==> config.mk <==
export PLATFORM = sky130hd
export DESIGN_NAME = midpoint_circle_rasterizer
export DESIGN_NICKNAME = d
export VERILOG_FILES = /design/src/crc_pkg.sv /design/src/midpoint_circle_rasterizer.sv /design/src/crc_front.sv /design/src/crc_queue.sv /design/src/crc_back.sv
export SDC_FILE = /design/constraint.sdc
export NUM_CORES = 1
export LEC_CHECK = 0
export ABC_AREA = 0
export BUFFER_PORTS_ARGS = -buffer_cell sky130_fd_sc_hd__buf_2
export CAP_MARGIN = 20
export CORE_MARGIN = 10
export CORE_UTILIZATION = 59
export DETAILED_ROUTE_END_ITERATION = 10
export GPL_ROUTABILITY_DRIVEN = 0
export PLACE_DENSITY = 0.88
export SLEW_MARGIN = 20
export SYNTH_ARGS = -nofsm -noshare
export SYNTH_HDL_FRONTEND = slang
export SYNTH_SLANG_ARGS = --single-unit
export TNS_END_PERCENT = 100
==> constraint.sdc <==
create_clock -name clk -period 5.6 [get_ports clk]
set_input_delay 0.28 -clock clk [delete_from_list [all_inputs] [get_ports clk]]
set_output_delay 0.28 -clock clk [all_outputs]
set_load 0.05 [all_outputs]
==> src/crc_pkg.sv <==
// Shared constants, job type and octant tables for the midpoint circle rasterizer.
package crc_pkg;

    localparam int COORD_BITS  = 12;
    localparam int RADIUS_BITS = 10;
    // Offsets are signed: y can fall to -1 on a zero radius.
    localparam int OFF_BITS    = RADIUS_BITS + 2;
    localparam int DEC_BITS    = RADIUS_BITS + 4;
    localparam int PT_BITS     = 13;
    localparam int WIDE_BITS   = (COORD_BITS > OFF_BITS) ? COORD_BITS : OFF_BITS;
    localparam int CALC_BITS   = ((WIDE_BITS > PT_BITS - 1) ? WIDE_BITS : PT_BITS - 1) + 1;

    localparam int QUEUE_DEPTH = 2;
    localparam int QPTR_BITS   = $clog2(QUEUE_DEPTH);
    localparam int QCNT_BITS   = $clog2(QUEUE_DEPTH + 1);

    localparam int POINTS      = 8;
    localparam int PHASE_BITS  = $clog2(POINTS);
    localparam logic [PHASE_BITS-1:0] LAST_PHASE = PHASE_BITS'(POINTS - 1);

    // Command codes
    localparam logic CMD_START = 1'b0;
    localparam logic CMD_NEXT  = 1'b1;

    // One step of work handed from the front to the back
    typedef struct packed {
        logic signed [COORD_BITS-1:0] cx;
        logic signed [COORD_BITS-1:0] cy;
        logic signed [OFF_BITS-1:0]   x;
        logic signed [OFF_BITS-1:0]   y;
        logic                         done;
    } job_t;

    // Octant order: (+x,+y) (+y,+x) (-y,+x) (-x,+y) (-x,-y) (-y,-x) (+y,-x) (+x,-y)
    function automatic logic oct_swap(input logic [PHASE_BITS-1:0] phase);
        logic [POINTS-1:0] tbl;
        tbl = 8'b0110_0110;
        return tbl[phase];
    endfunction

    function automatic logic oct_neg_x(input logic [PHASE_BITS-1:0] phase);
        logic [POINTS-1:0] tbl;
        tbl = 8'b0011_1100;
        return tbl[phase];
    endfunction

    function automatic logic oct_neg_y(input logic [PHASE_BITS-1:0] phase);
        logic [POINTS-1:0] tbl;
        tbl = 8'b1111_0000;
        return tbl[phase];
    endfunction

endpackage

==> src/midpoint_circle_rasterizer.sv <==
// Top level of the midpoint circle rasterizer.
// A start transaction (cmd 0) latches center and radius and yields the eight
// mirrored points of the first step; each advance transaction (cmd 1) yields
// the eight points of the next step, and circle_done marks all points of the
// final step. An advance with no circle in progress is accepted and yields
// nothing. Points leave one per cycle through a single output register while
// out_ready is high, so the output side sets the sustained rate of input
// transactions. The front end updates the decision term in the cycle a
// transaction is accepted and hands the step to a two-entry job queue, so
// input is taken one per cycle while the queue has room, even while the
// output is stalled.
module midpoint_circle_rasterizer (
    input  logic                                   clk,
    input  logic                                   rst_n,
    input  logic                                   in_valid,
    output logic                                   in_ready,
    input  logic                                   cmd,
    input  logic signed [crc_pkg::COORD_BITS-1:0]  center_x,
    input  logic signed [crc_pkg::COORD_BITS-1:0]  center_y,
    input  logic        [crc_pkg::RADIUS_BITS-1:0] radius,
    output logic                                   out_valid,
    input  logic                                   out_ready,
    output logic signed [crc_pkg::PT_BITS-1:0]     point_x,
    output logic signed [crc_pkg::PT_BITS-1:0]     point_y,
    output logic                                   last_of_step,
    output logic                                   circle_done
);

    logic          q_full, push, pop, q_valid;
    crc_pkg::job_t push_job, q_job;

    crc_front u_front (
        .clk      (clk),
        .rst_n    (rst_n),
        .in_valid (in_valid),
        .in_ready (in_ready),
        .cmd      (cmd),
        .center_x (center_x),
        .center_y (center_y),
        .radius   (radius),
        .q_full   (q_full),
        .push     (push),
        .push_job (push_job)
    );

    crc_queue u_queue (
        .clk      (clk),
        .rst_n    (rst_n),
        .push     (push),
        .push_job (push_job),
        .full     (q_full),
        .pop      (pop),
        .q_valid  (q_valid),
        .q_job    (q_job)
    );

    crc_back u_back (
        .clk          (clk),
        .rst_n        (rst_n),
        .q_valid      (q_valid),
        .q_job        (q_job),
        .pop          (pop),
        .out_valid    (out_valid),
        .out_ready    (out_ready),
        .point_x      (point_x),
        .point_y      (point_y),
        .last_of_step (last_of_step),
        .circle_done  (circle_done)
    );

endmodule

==> src/crc_front.sv <==
// Front end: takes commands, runs the midpoint decision update, queues step jobs.
module crc_front (
    input  logic                                   clk,
    input  logic                                   rst_n,
    input  logic                                   in_valid,
    output logic                                   in_ready,
    input  logic                                   cmd,
    input  logic signed [crc_pkg::COORD_BITS-1:0]  center_x,
    input  logic signed [crc_pkg::COORD_BITS-1:0]  center_y,
    input  logic        [crc_pkg::RADIUS_BITS-1:0] radius,
    input  logic                                   q_full,
    output logic                                   push,
    output crc_pkg::job_t                          push_job
);

    logic signed [crc_pkg::OFF_BITS-1:0]   off_x_reg, off_x_next;
    logic signed [crc_pkg::OFF_BITS-1:0]   off_y_reg, off_y_next;
    logic signed [crc_pkg::DEC_BITS-1:0]   dec_reg, dec_next;
    logic signed [crc_pkg::COORD_BITS-1:0] cx_reg, cy_reg;
    logic                                  active_reg;

    logic                                  start;
    logic                                  accept;
    logic signed [crc_pkg::OFF_BITS-1:0]   base_x, base_y;
    logic signed [crc_pkg::DEC_BITS-1:0]   base_d;
    logic signed [crc_pkg::DEC_BITS-1:0]   ext_x, ext_y;
    logic signed [crc_pkg::COORD_BITS-1:0] job_cx, job_cy;
    logic                                  done;

    assign start    = (cmd == crc_pkg::CMD_START);
    assign in_ready = !q_full;
    assign accept   = in_valid && in_ready;
    // An advance with no circle in progress is taken and dropped
    assign push     = accept && (start || active_reg);

    // Starting values come straight from the transaction on a start
    always_comb
    begin
        if (start)
        begin
            base_x = '0;
            base_y = signed'(crc_pkg::OFF_BITS'(radius));
            base_d = crc_pkg::DEC_BITS'(1)
                     - signed'(crc_pkg::DEC_BITS'(radius));
            job_cx = center_x;
            job_cy = center_y;
        end
        else
        begin
            base_x = off_x_reg;
            base_y = off_y_reg;
            base_d = dec_reg;
            job_cx = cx_reg;
            job_cy = cy_reg;
        end
    end

    // Midpoint decision update
    always_comb
    begin
        ext_x = crc_pkg::DEC_BITS'(base_x);
        ext_y = crc_pkg::DEC_BITS'(base_y);
        if (base_d[crc_pkg::DEC_BITS-1])
        begin
            dec_next   = base_d + (ext_x <<< 1) + crc_pkg::DEC_BITS'(3);
            off_y_next = base_y;
        end
        else
        begin
            dec_next   = base_d + ((ext_x - ext_y) <<< 1) + crc_pkg::DEC_BITS'(5);
            off_y_next = base_y - crc_pkg::OFF_BITS'(1);
        end
        off_x_next = base_x + crc_pkg::OFF_BITS'(1);
        done       = off_x_next > off_y_next;
    end

    // Job carries the offsets before the update
    always_comb
    begin
        push_job.cx   = job_cx;
        push_job.cy   = job_cy;
        push_job.x    = base_x;
        push_job.y    = base_y;
        push_job.done = done;
    end

    always_ff @(posedge clk or negedge rst_n)
    begin
        if (!rst_n)
        begin
            off_x_reg  <= '0;
            off_y_reg  <= '0;
            dec_reg    <= '0;
            cx_reg     <= '0;
            cy_reg     <= '0;
            active_reg <= 1'b0;
        end
        else if (push)
        begin
            off_x_reg  <= off_x_next;
            off_y_reg  <= off_y_next;
            dec_reg    <= dec_next;
            cx_reg     <= job_cx;
            cy_reg     <= job_cy;
            active_reg <= !done;
        end
    end

endmodule

==> src/crc_queue.sv <==
// Short job queue between the front and back ends.
module crc_queue (
    input  logic          clk,
    input  logic          rst_n,
    input  logic          push,
    input  crc_pkg::job_t push_job,
    output logic          full,
    input  logic          pop,
    output logic          q_valid,
    output crc_pkg::job_t q_job
);

    crc_pkg::job_t                  mem_reg [crc_pkg::QUEUE_DEPTH];
    logic [crc_pkg::QPTR_BITS-1:0]  wr_ptr_reg, rd_ptr_reg;
    logic [crc_pkg::QCNT_BITS-1:0]  count_reg;
    logic                           do_push, do_pop;

    assign full    = (count_reg == crc_pkg::QCNT_BITS'(crc_pkg::QUEUE_DEPTH));
    assign q_valid = (count_reg != '0);
    assign do_push = push && !full;
    assign do_pop  = pop && q_valid;
    assign q_job   = mem_reg[rd_ptr_reg];

    // Storage
    always_ff @(posedge clk)
    begin
        if (do_push)
        begin
            mem_reg[wr_ptr_reg] <= push_job;
        end
    end

    // Pointers and fill count
    always_ff @(posedge clk or negedge rst_n)
    begin
        if (!rst_n)
        begin
            wr_ptr_reg <= '0;
            rd_ptr_reg <= '0;
            count_reg  <= '0;
        end
        else
        begin
            if (do_push)
            begin
                wr_ptr_reg <= (wr_ptr_reg == crc_pkg::QPTR_BITS'(crc_pkg::QUEUE_DEPTH - 1))
                              ? '0 : wr_ptr_reg + crc_pkg::QPTR_BITS'(1);
            end
            if (do_pop)
            begin
                rd_ptr_reg <= (rd_ptr_reg == crc_pkg::QPTR_BITS'(crc_pkg::QUEUE_DEPTH - 1))
                              ? '0 : rd_ptr_reg + crc_pkg::QPTR_BITS'(1);
            end
            if (do_push && !do_pop)
            begin
                count_reg <= count_reg + crc_pkg::QCNT_BITS'(1);
            end
            else if (do_pop && !do_push)
            begin
                count_reg <= count_reg - crc_pkg::QCNT_BITS'(1);
            end
        end
    end

endmodule

==> src/crc_back.sv <==
// Back end: expands one step job into its eight mirrored points.
module crc_back (
    input  logic                                clk,
    input  logic                                rst_n,
    input  logic                                q_valid,
    input  crc_pkg::job_t                       q_job,
    output logic                                pop,
    output logic                                out_valid,
    input  logic                                out_ready,
    output logic signed [crc_pkg::PT_BITS-1:0]  point_x,
    output logic signed [crc_pkg::PT_BITS-1:0]  point_y,
    output logic                                last_of_step,
    output logic                                circle_done
);

    crc_pkg::job_t                        job_reg;
    logic                                 job_valid_reg;
    logic [crc_pkg::PHASE_BITS-1:0]       phase_reg;
    logic                                 out_valid_reg;
    logic signed [crc_pkg::PT_BITS-1:0]   px_reg, py_reg;
    logic                                 last_reg, done_reg;

    logic                                 out_free, fire, release_job;
    logic signed [crc_pkg::OFF_BITS-1:0]  dx, dy;
    logic signed [crc_pkg::CALC_BITS-1:0] ox, oy, sum_x, sum_y;

    assign out_free    = !out_valid_reg || out_ready;
    assign fire        = job_valid_reg && out_free;
    assign release_job = fire && (phase_reg == crc_pkg::LAST_PHASE);
    assign pop         = (!job_valid_reg || release_job) && q_valid;

    // Mirror the offsets for the current octant
    always_comb
    begin
        dx    = crc_pkg::oct_swap(phase_reg) ? job_reg.y : job_reg.x;
        dy    = crc_pkg::oct_swap(phase_reg) ? job_reg.x : job_reg.y;
        ox    = crc_pkg::CALC_BITS'(dx);
        oy    = crc_pkg::CALC_BITS'(dy);
        sum_x = crc_pkg::CALC_BITS'(job_reg.cx) + (crc_pkg::oct_neg_x(phase_reg) ? -ox : ox);
        sum_y = crc_pkg::CALC_BITS'(job_reg.cy) + (crc_pkg::oct_neg_y(phase_reg) ? -oy : oy);
    end

    // Job holding and phase counter
    always_ff @(posedge clk or negedge rst_n)
    begin
        if (!rst_n)
        begin
            job_valid_reg <= 1'b0;
            phase_reg     <= '0;
        end
        else
        begin
            if (pop)
            begin
                job_valid_reg <= 1'b1;
            end
            else if (release_job)
            begin
                job_valid_reg <= 1'b0;
            end
            if (fire)
            begin
                phase_reg <= release_job ? '0 : phase_reg + crc_pkg::PHASE_BITS'(1);
            end
        end
    end

    always_ff @(posedge clk)
    begin
        if (pop)
        begin
            job_reg <= q_job;
        end
    end

    // Output register
    always_ff @(posedge clk or negedge rst_n)
    begin
        if (!rst_n)
        begin
            out_valid_reg <= 1'b0;
        end
        else if (fire)
        begin
            out_valid_reg <= 1'b1;
        end
        else if (out_ready)
        begin
            out_valid_reg <= 1'b0;
        end
    end

    always_ff @(posedge clk)
    begin
        if (fire)
        begin
            px_reg   <= signed'(sum_x[crc_pkg::PT_BITS-1:0]);
            py_reg   <= signed'(sum_y[crc_pkg::PT_BITS-1:0]);
            last_reg <= (phase_reg == crc_pkg::LAST_PHASE);
            done_reg <= job_reg.done;
        end
    end

    assign out_valid    = out_valid_reg;
    assign point_x      = px_reg;
    assign point_y      = py_reg;
    assign last_of_step = last_reg;
    assign circle_done  = done_reg;

endmodule
# After elaboration in Yosys (flattened, before gate mapping)
# Memory sizes are Yosys's and may differ from the RTL's. A register that Yosys moved wholly into a read port is not among the register bits.
# Cells that the tools add are included.
[word_totals] word_cells=89 input_bits=39 ram_bits=98 romBits=24 reg_bits=100 memories=4 output_inout_bits=30
[mem_list] memory="u_queue.mem_reg" words=2 width=49 read_ports=1 rd_clocked_by_memory_dff=1 wr=1 line="crc_queue.sv:13" text="crc_pkg::job_t mem_reg [crc_pkg::QUEUE_DEPTH];"
[mem_list] memory="(no name shown)" words=8 width=1 read_ports=1 rd_clocked_by_memory_dff=0 wr=0 line="crc_pkg.sv:50" text="return tbl[phase];"
[mem_list] memory="(no name shown)" words=8 width=1 read_ports=1 rd_clocked_by_memory_dff=0 wr=0 line="crc_pkg.sv:38" text="return tbl[phase];"
[mem_list] memory="(no name shown)" words=8 width=1 read_ports=1 rd_clocked_by_memory_dff=0 wr=0 line="crc_pkg.sv:44" text="return tbl[phase];"
[classes] magnitude_cmp=2 n_addsub=17 n_eq_ne=2 mux=25 bitwise=1 n_reduce_logical=22
[ops] op="2-to-1 mux 12 bit" count=7
[ops] op="2-to-1 mux 14 bit" count=2
[ops] op="adder 12 x 13 -> 13 bit" count=2
[ops] op="2-to-1 mux 13 bit" count=2
[ops] op="negation 12 -> 13 bit" count=2
[ops] op="adder 14 x 13 -> 14 bit" count=1
[ops] op="adder 14 bit" count=1
[ops] op="adder 14 x 3 -> 14 bit, second input constant" count=1
[ops] op="adder 14 x 4 -> 14 bit, second input constant" count=1
[ops] op="subtractor 12 x 12 -> 13 bit" count=1
[ops] op="adder 12 x 2 -> 12 bit, second input constant" count=1
[ops] op="greater-than comparator 12 bit" count=1
[ops] op="subtractor 12 x 2 -> 12 bit, second input constant" count=1
[ops] op="2-to-1 mux 1 bit" count=11
[ops] op="subtractor 1 x 10 -> 11 bit, first input constant" count=1
[ops] op="logical AND 1 bit" count=9
[ops] op="nonzero test 2 bit" count=4
[ops] op="logical NOT 1 bit" count=6
[ops] op="less-than comparator 3 x 4 -> 1 bit, second input constant" count=1
[ops] op="2-to-1 mux 2 bit" count=2
[ops] op="adder 3 x 1 -> 3 bit, second input constant" count=1
[ops] op="== test 3 bit, second input constant" count=1
[ops] op="logical OR 1 bit" count=3
[ops] op="2-to-1 mux 3 bit" count=1
[ops] op="other kinds (5)" count=6

# Longest topological paths before layout
[logic_depth] word_depth=10 ltp_mapped=26 ltp_nobuf=21

# Cells and area by module
# From an unflattened synthesis, not the netlist that was laid out.
[hier_totals] hier_cells=1279 hier_area_um2=14574.0
[by_module_without_submodules] module="crc_front" seq_area_each_um2=1576.5 n_inst=1 area_per_inst_um2=5935.7 cells_per_inst=723
[by_module_without_submodules] module="crc_back" seq_area_each_um2=2437.3 n_inst=1 area_per_inst_um2=4648.2 cells_per_inst=384
[by_module_without_submodules] module="crc_queue" seq_area_each_um2=3042.9 n_inst=1 area_per_inst_um2=3990.1 cells_per_inst=172

# Least setup slack after synthesis
# Ideal clock, no wire load.
[synth_timing] path_kind="input to register" startpoint="input cmd" endpoint="register u_front.dec_reg[13] (netlist bit)" required_ns=5.524 path_stages=24 arrival_time_ns=5.141 n_path_buf=6 setup_time_ns=0.076 setup_slack_ns=0.383 path_cell_list="buf_4 > buf_4 > buf_2 > buf_2 > buf_2 > buf_2 > and2_1 > ha_1 > a21o_1 > a21oi_1 > o21ai_1 > a21o_1 > a21o_1 > or3_1 > nand4_1 > ha_1 > ha_1 > and4_1 > a211o_1 > o41a_1 > or3b_1 > a21oi_1 > a211oi_1 > o21ai_1"
[synth_rtl] item="start, declared" line="midpoint_circle_rasterizer.sv:17" text="input logic cmd,"
[synth_rtl] item="end signal, assigned" line="crc_front.sv:102" text="dec_reg <= dec_next;"
[synth_rtl] item="end, declared" line="crc_front.sv:18" text="logic signed [crc_pkg::DEC_BITS-1:0] dec_reg, dec_next;"

==> impl_metrics.csv <==
group,metric,value,unit
timing,tns,0,ns
placed_design,port-buffer-count,68,
power,ir_drop,409,uV
synthesis,synth_top_family_by_area,"multiplexers",
synthesis,yosysTopAreaCellShare,37.5,%
synthesis,synthDistinctLibCells,68,
critical_path,critPathMaxFanout,6,
critical_path,r2r_end,"u_front.dec_reg[13]$_DFFE_PN0P_",
synthesis,syn-cell-area,14000,um^2
synthesis,ys.flop_type,"edfxtp_1",
hold_path,min_to,"u_queue.mem_reg[0][46]$_DFFE_PP_",
floorplan,die_y,174,um
synthesis,seq_area_frac_synth,50.4,%
timing,worst_hold_slack,0.0937,ns
floorplan,core-area,23400,um^2
drt,wirelength,31000,um
cells_and_area,nets,1416,
critical_path,worstSetupStartpoint,"u_front.off_y_reg[0]$_DFFE_PN0P_",
critical_path,cp.arrival,5.23,ns
timing,finalClockSkew,0.0100,ns
drt,ant_nets,0,
grt,overflow,0,
synthesis,synth_common_cells,"edfxtp_1 (175), mux2_2 (105), nand2_1 (104)",
timing,period_needed,4.78,ns
cells_and_area,antenna_cells,0,
critical_path,critPathKind,"reg2reg",
timing,rsz0062_at_grt,"no",
drt,dr.first_iter.drc_count,760,
synthesis,synth_mux_area_share,10.6,%
drt,route.detailed.drc,0,
timing,worst_pin_slew,0.936,ns
critical_path,crit_required,6.05,ns
placed_design,hpwl,20800,um
clocking,insertion_delay,0.52,ns
drt,num_vias,9560,
timing,period_share,85.4,%
timing,setup_violations,0,
clocking,cts_sinks,247,
synthesis,synth_compound_area_share,9.49,%
clocking,numCtsBuffers,25,
drt,drt_pass1_iterations,5,
synthesis,synthSimpleGateAreaFrac,10.5,%
clocking,cts_tree,"yes",
clocking,clk_pin_slew,0.07,ns
clocking,clock_path_buffers,3,
critical_path,worst-r2r-setup-slack,0.82,ns
synthesis,avgSynthCellArea,11.6,um^2
grt,grt_pass1_wl,50100,um
drt,routed_via_density,5.95,
critical_path,cp-end-kind,"flop",
critical_path,start_kind,"flop",
grt,first_global_vias,9972,
floorplan,pin_count,69,
synthesis,synth_edf_count,175,
grt,grt_use_met1,24.2,%
timing,slew_violations,0,
cells_and_area,largest_reg_flops,98,
hold_path,min_from,"center_x[9]",
floorplan,die-width,174,um
power,p_leak,6.35,nW
synthesis,synth_top_area_cell,"edfxtp_1",
critical_path,r2r-start,"u_front.off_y_reg[0]$_DFFE_PN0P_",
synthesis,synth.ff_latch_count,247,
grt,grt_use_met2,35.2,%
synthesis,synth_area_leaders,"edfxtp_1 (38%), dfrtp_1 (13%), ha_1 (9.2%), mux2_2 (8.4%), xnor2_1 (4.3%)",
floorplan,initial_core_util,59.9,%
hold_path,min_path_cells,2,
synthesis,synth_xor_area_share,6.56,%
floorplan,num_rows,56,
critical_path,worstRegToRegCells,19,
synthesis,yosys.area_share.adder,9.91,%
synthesis,yosysMostFrequentCell,"edfxtp_1",
grt,grt_max_degree,73,
cells_and_area,fillers,1647,
job,cap_violations,0,
synthesis,synthCells,1203,
hold_path,hold_class,"in2reg",
drt,post_drt_wl_per_cell,19.3,um
grt,gr-usage-met3,2.80,%
timing,finalHoldViolations,0,
power,power_density,602,nW/um^2
cells_and_area,drive_gt1_share,19.0,%
cells_and_area,syn_to_final_growth,10.7,%
grt,track_usage,20.0,%
synthesis,synth_warnings,0,
outcome,status,"finished, final reports clean",
clocking,post_cts_resized,0,
synthesis,syn-num-nets,1350,
timing,slew_headroom,37.6,%
clocking,htree_levels,1,
clocking,root_buffer,"clkbuf_16",
grt,antenna_found_initial,0,
floorplan,design.die.area,30300,um^2
synthesis,synthArstFlopShare,29.1,%
grt,top_usage_layer,"met2",
timing,fmax,209,MHz
-- area by class of cell --
cell class	count	area, um^2	area share, %
clock inverter	14	164	1.06
multi-input combinational	868	6610	42.6
inverter	50	189	1.22
tap	319	399	2.57
timing repair buffer	77	419	2.70
sequential	247	7060	45.5
clock buffer	31	668	4.31
-- stage by stage --
stage          worst slack [ns]  total power (W)  std cells  cell area [um^2]  util, %
3_5_place_dp              0.446          0.00757       1560             14700     62.7
5_1_grt                   0.504          0.00991       1606             15500     66.3
6_report                  0.819          0.00934       1606             15500     66.3
4_1_cts                   0.884          0.00933       1606             15500     66.3
3_3_place_gp              0.602          0.00733       1560             14700     62.7
2_1_floorplan             0.383          0.00655       1203             14000        -
-- timing repair --
action	4_1_cts	5_1_grt
endpoints found under the setup margin	0	0
setup buffers	0	0
hold buffers	1	0
hold endpoints to repair	18	0
-- critical path, stage by stage (launching register included) --
cell,delay [ns]
dfrtp_1,0.40
mux2i_1,0.29
inv_1,0.15
ha_1,0.26
fa_1,0.43
nor2b_1,0.19
a221oi_2,0.12
a31oi_1,0.20
a21oi_1,0.11
xnor2_1,0.14
ha_1,0.31
ha_1,0.38
a21oi_1,0.17
a21boi_0,0.12
a211o_1,0.32
o41a_1,0.36
or3b_1,0.36
a21oi_1,0.15
a211oi_1,0.07
o21ai_1,0.18
-- logic make-up after synthesis --
group | Yosys count
xor+xnor | 105
compound gates | 216
buf+inv | 88
mux | 135
fa+ha+maj | 108
simple gates | 304
flops | 247
-- cell usage in the layout (no fill, tap or decap), types with 8 or more instances in the layout --
master	count
a21o_1	13
a21oi_1	66
and2_1	9
buf_2	66
buf_4	9
clkbuf_16	25
dfrtp_1	71
edfxtp_1	175
ha_1	102
inv_1	46
mux2_2	105
mux2i_1	30
nand2_1	104
nand2b_1	16
nand3_1	18
nor2_1	63
nor2b_1	12
nor3_1	27
o211ai_1	11
o21a_1	15
o21ai_0	60
or3_1	8
xnor2_1	68
xor2_1	37
-- power by group --
group	switching [W]	internal, W
sequential	0.000232	0.00274
clock	0.000706	0.000993
combinational	0.00278	0.00190
-- per-layer routing --
metal  part of all wire, %  vias to the layer above
li1                      -                     4533
met1                    41                     4633
met2                    50                      336
met3                   5.7                       58
met4                   3.1                        0
met5                     0                        -
-- how the worst max path moves through the flow --
| stage | end | cells past startpoint | slack, ns |
|---|---|---|---|
| floorplan | u_front.dec_reg[13]$_DFFE_PN0P_ | 24 | 0.38 |
| global placement | u_front.dec_reg[13]$_DFFE_PN0P_ | 20 | 0.60 |
| detailed placement | u_front.dec_reg[13]$_DFFE_PN0P_ | 20 | 0.45 |
| CTS | u_front.dec_reg[13]$_DFFE_PN0P_ | 19 | 0.88 |
| global route | u_front.dec_reg[13]$_DFFE_PN0P_ | 19 | 0.50 |
| finish | u_front.dec_reg[13]$_DFFE_PN0P_ | 19 | 0.82 |
(Power assumes the default switching activity.)
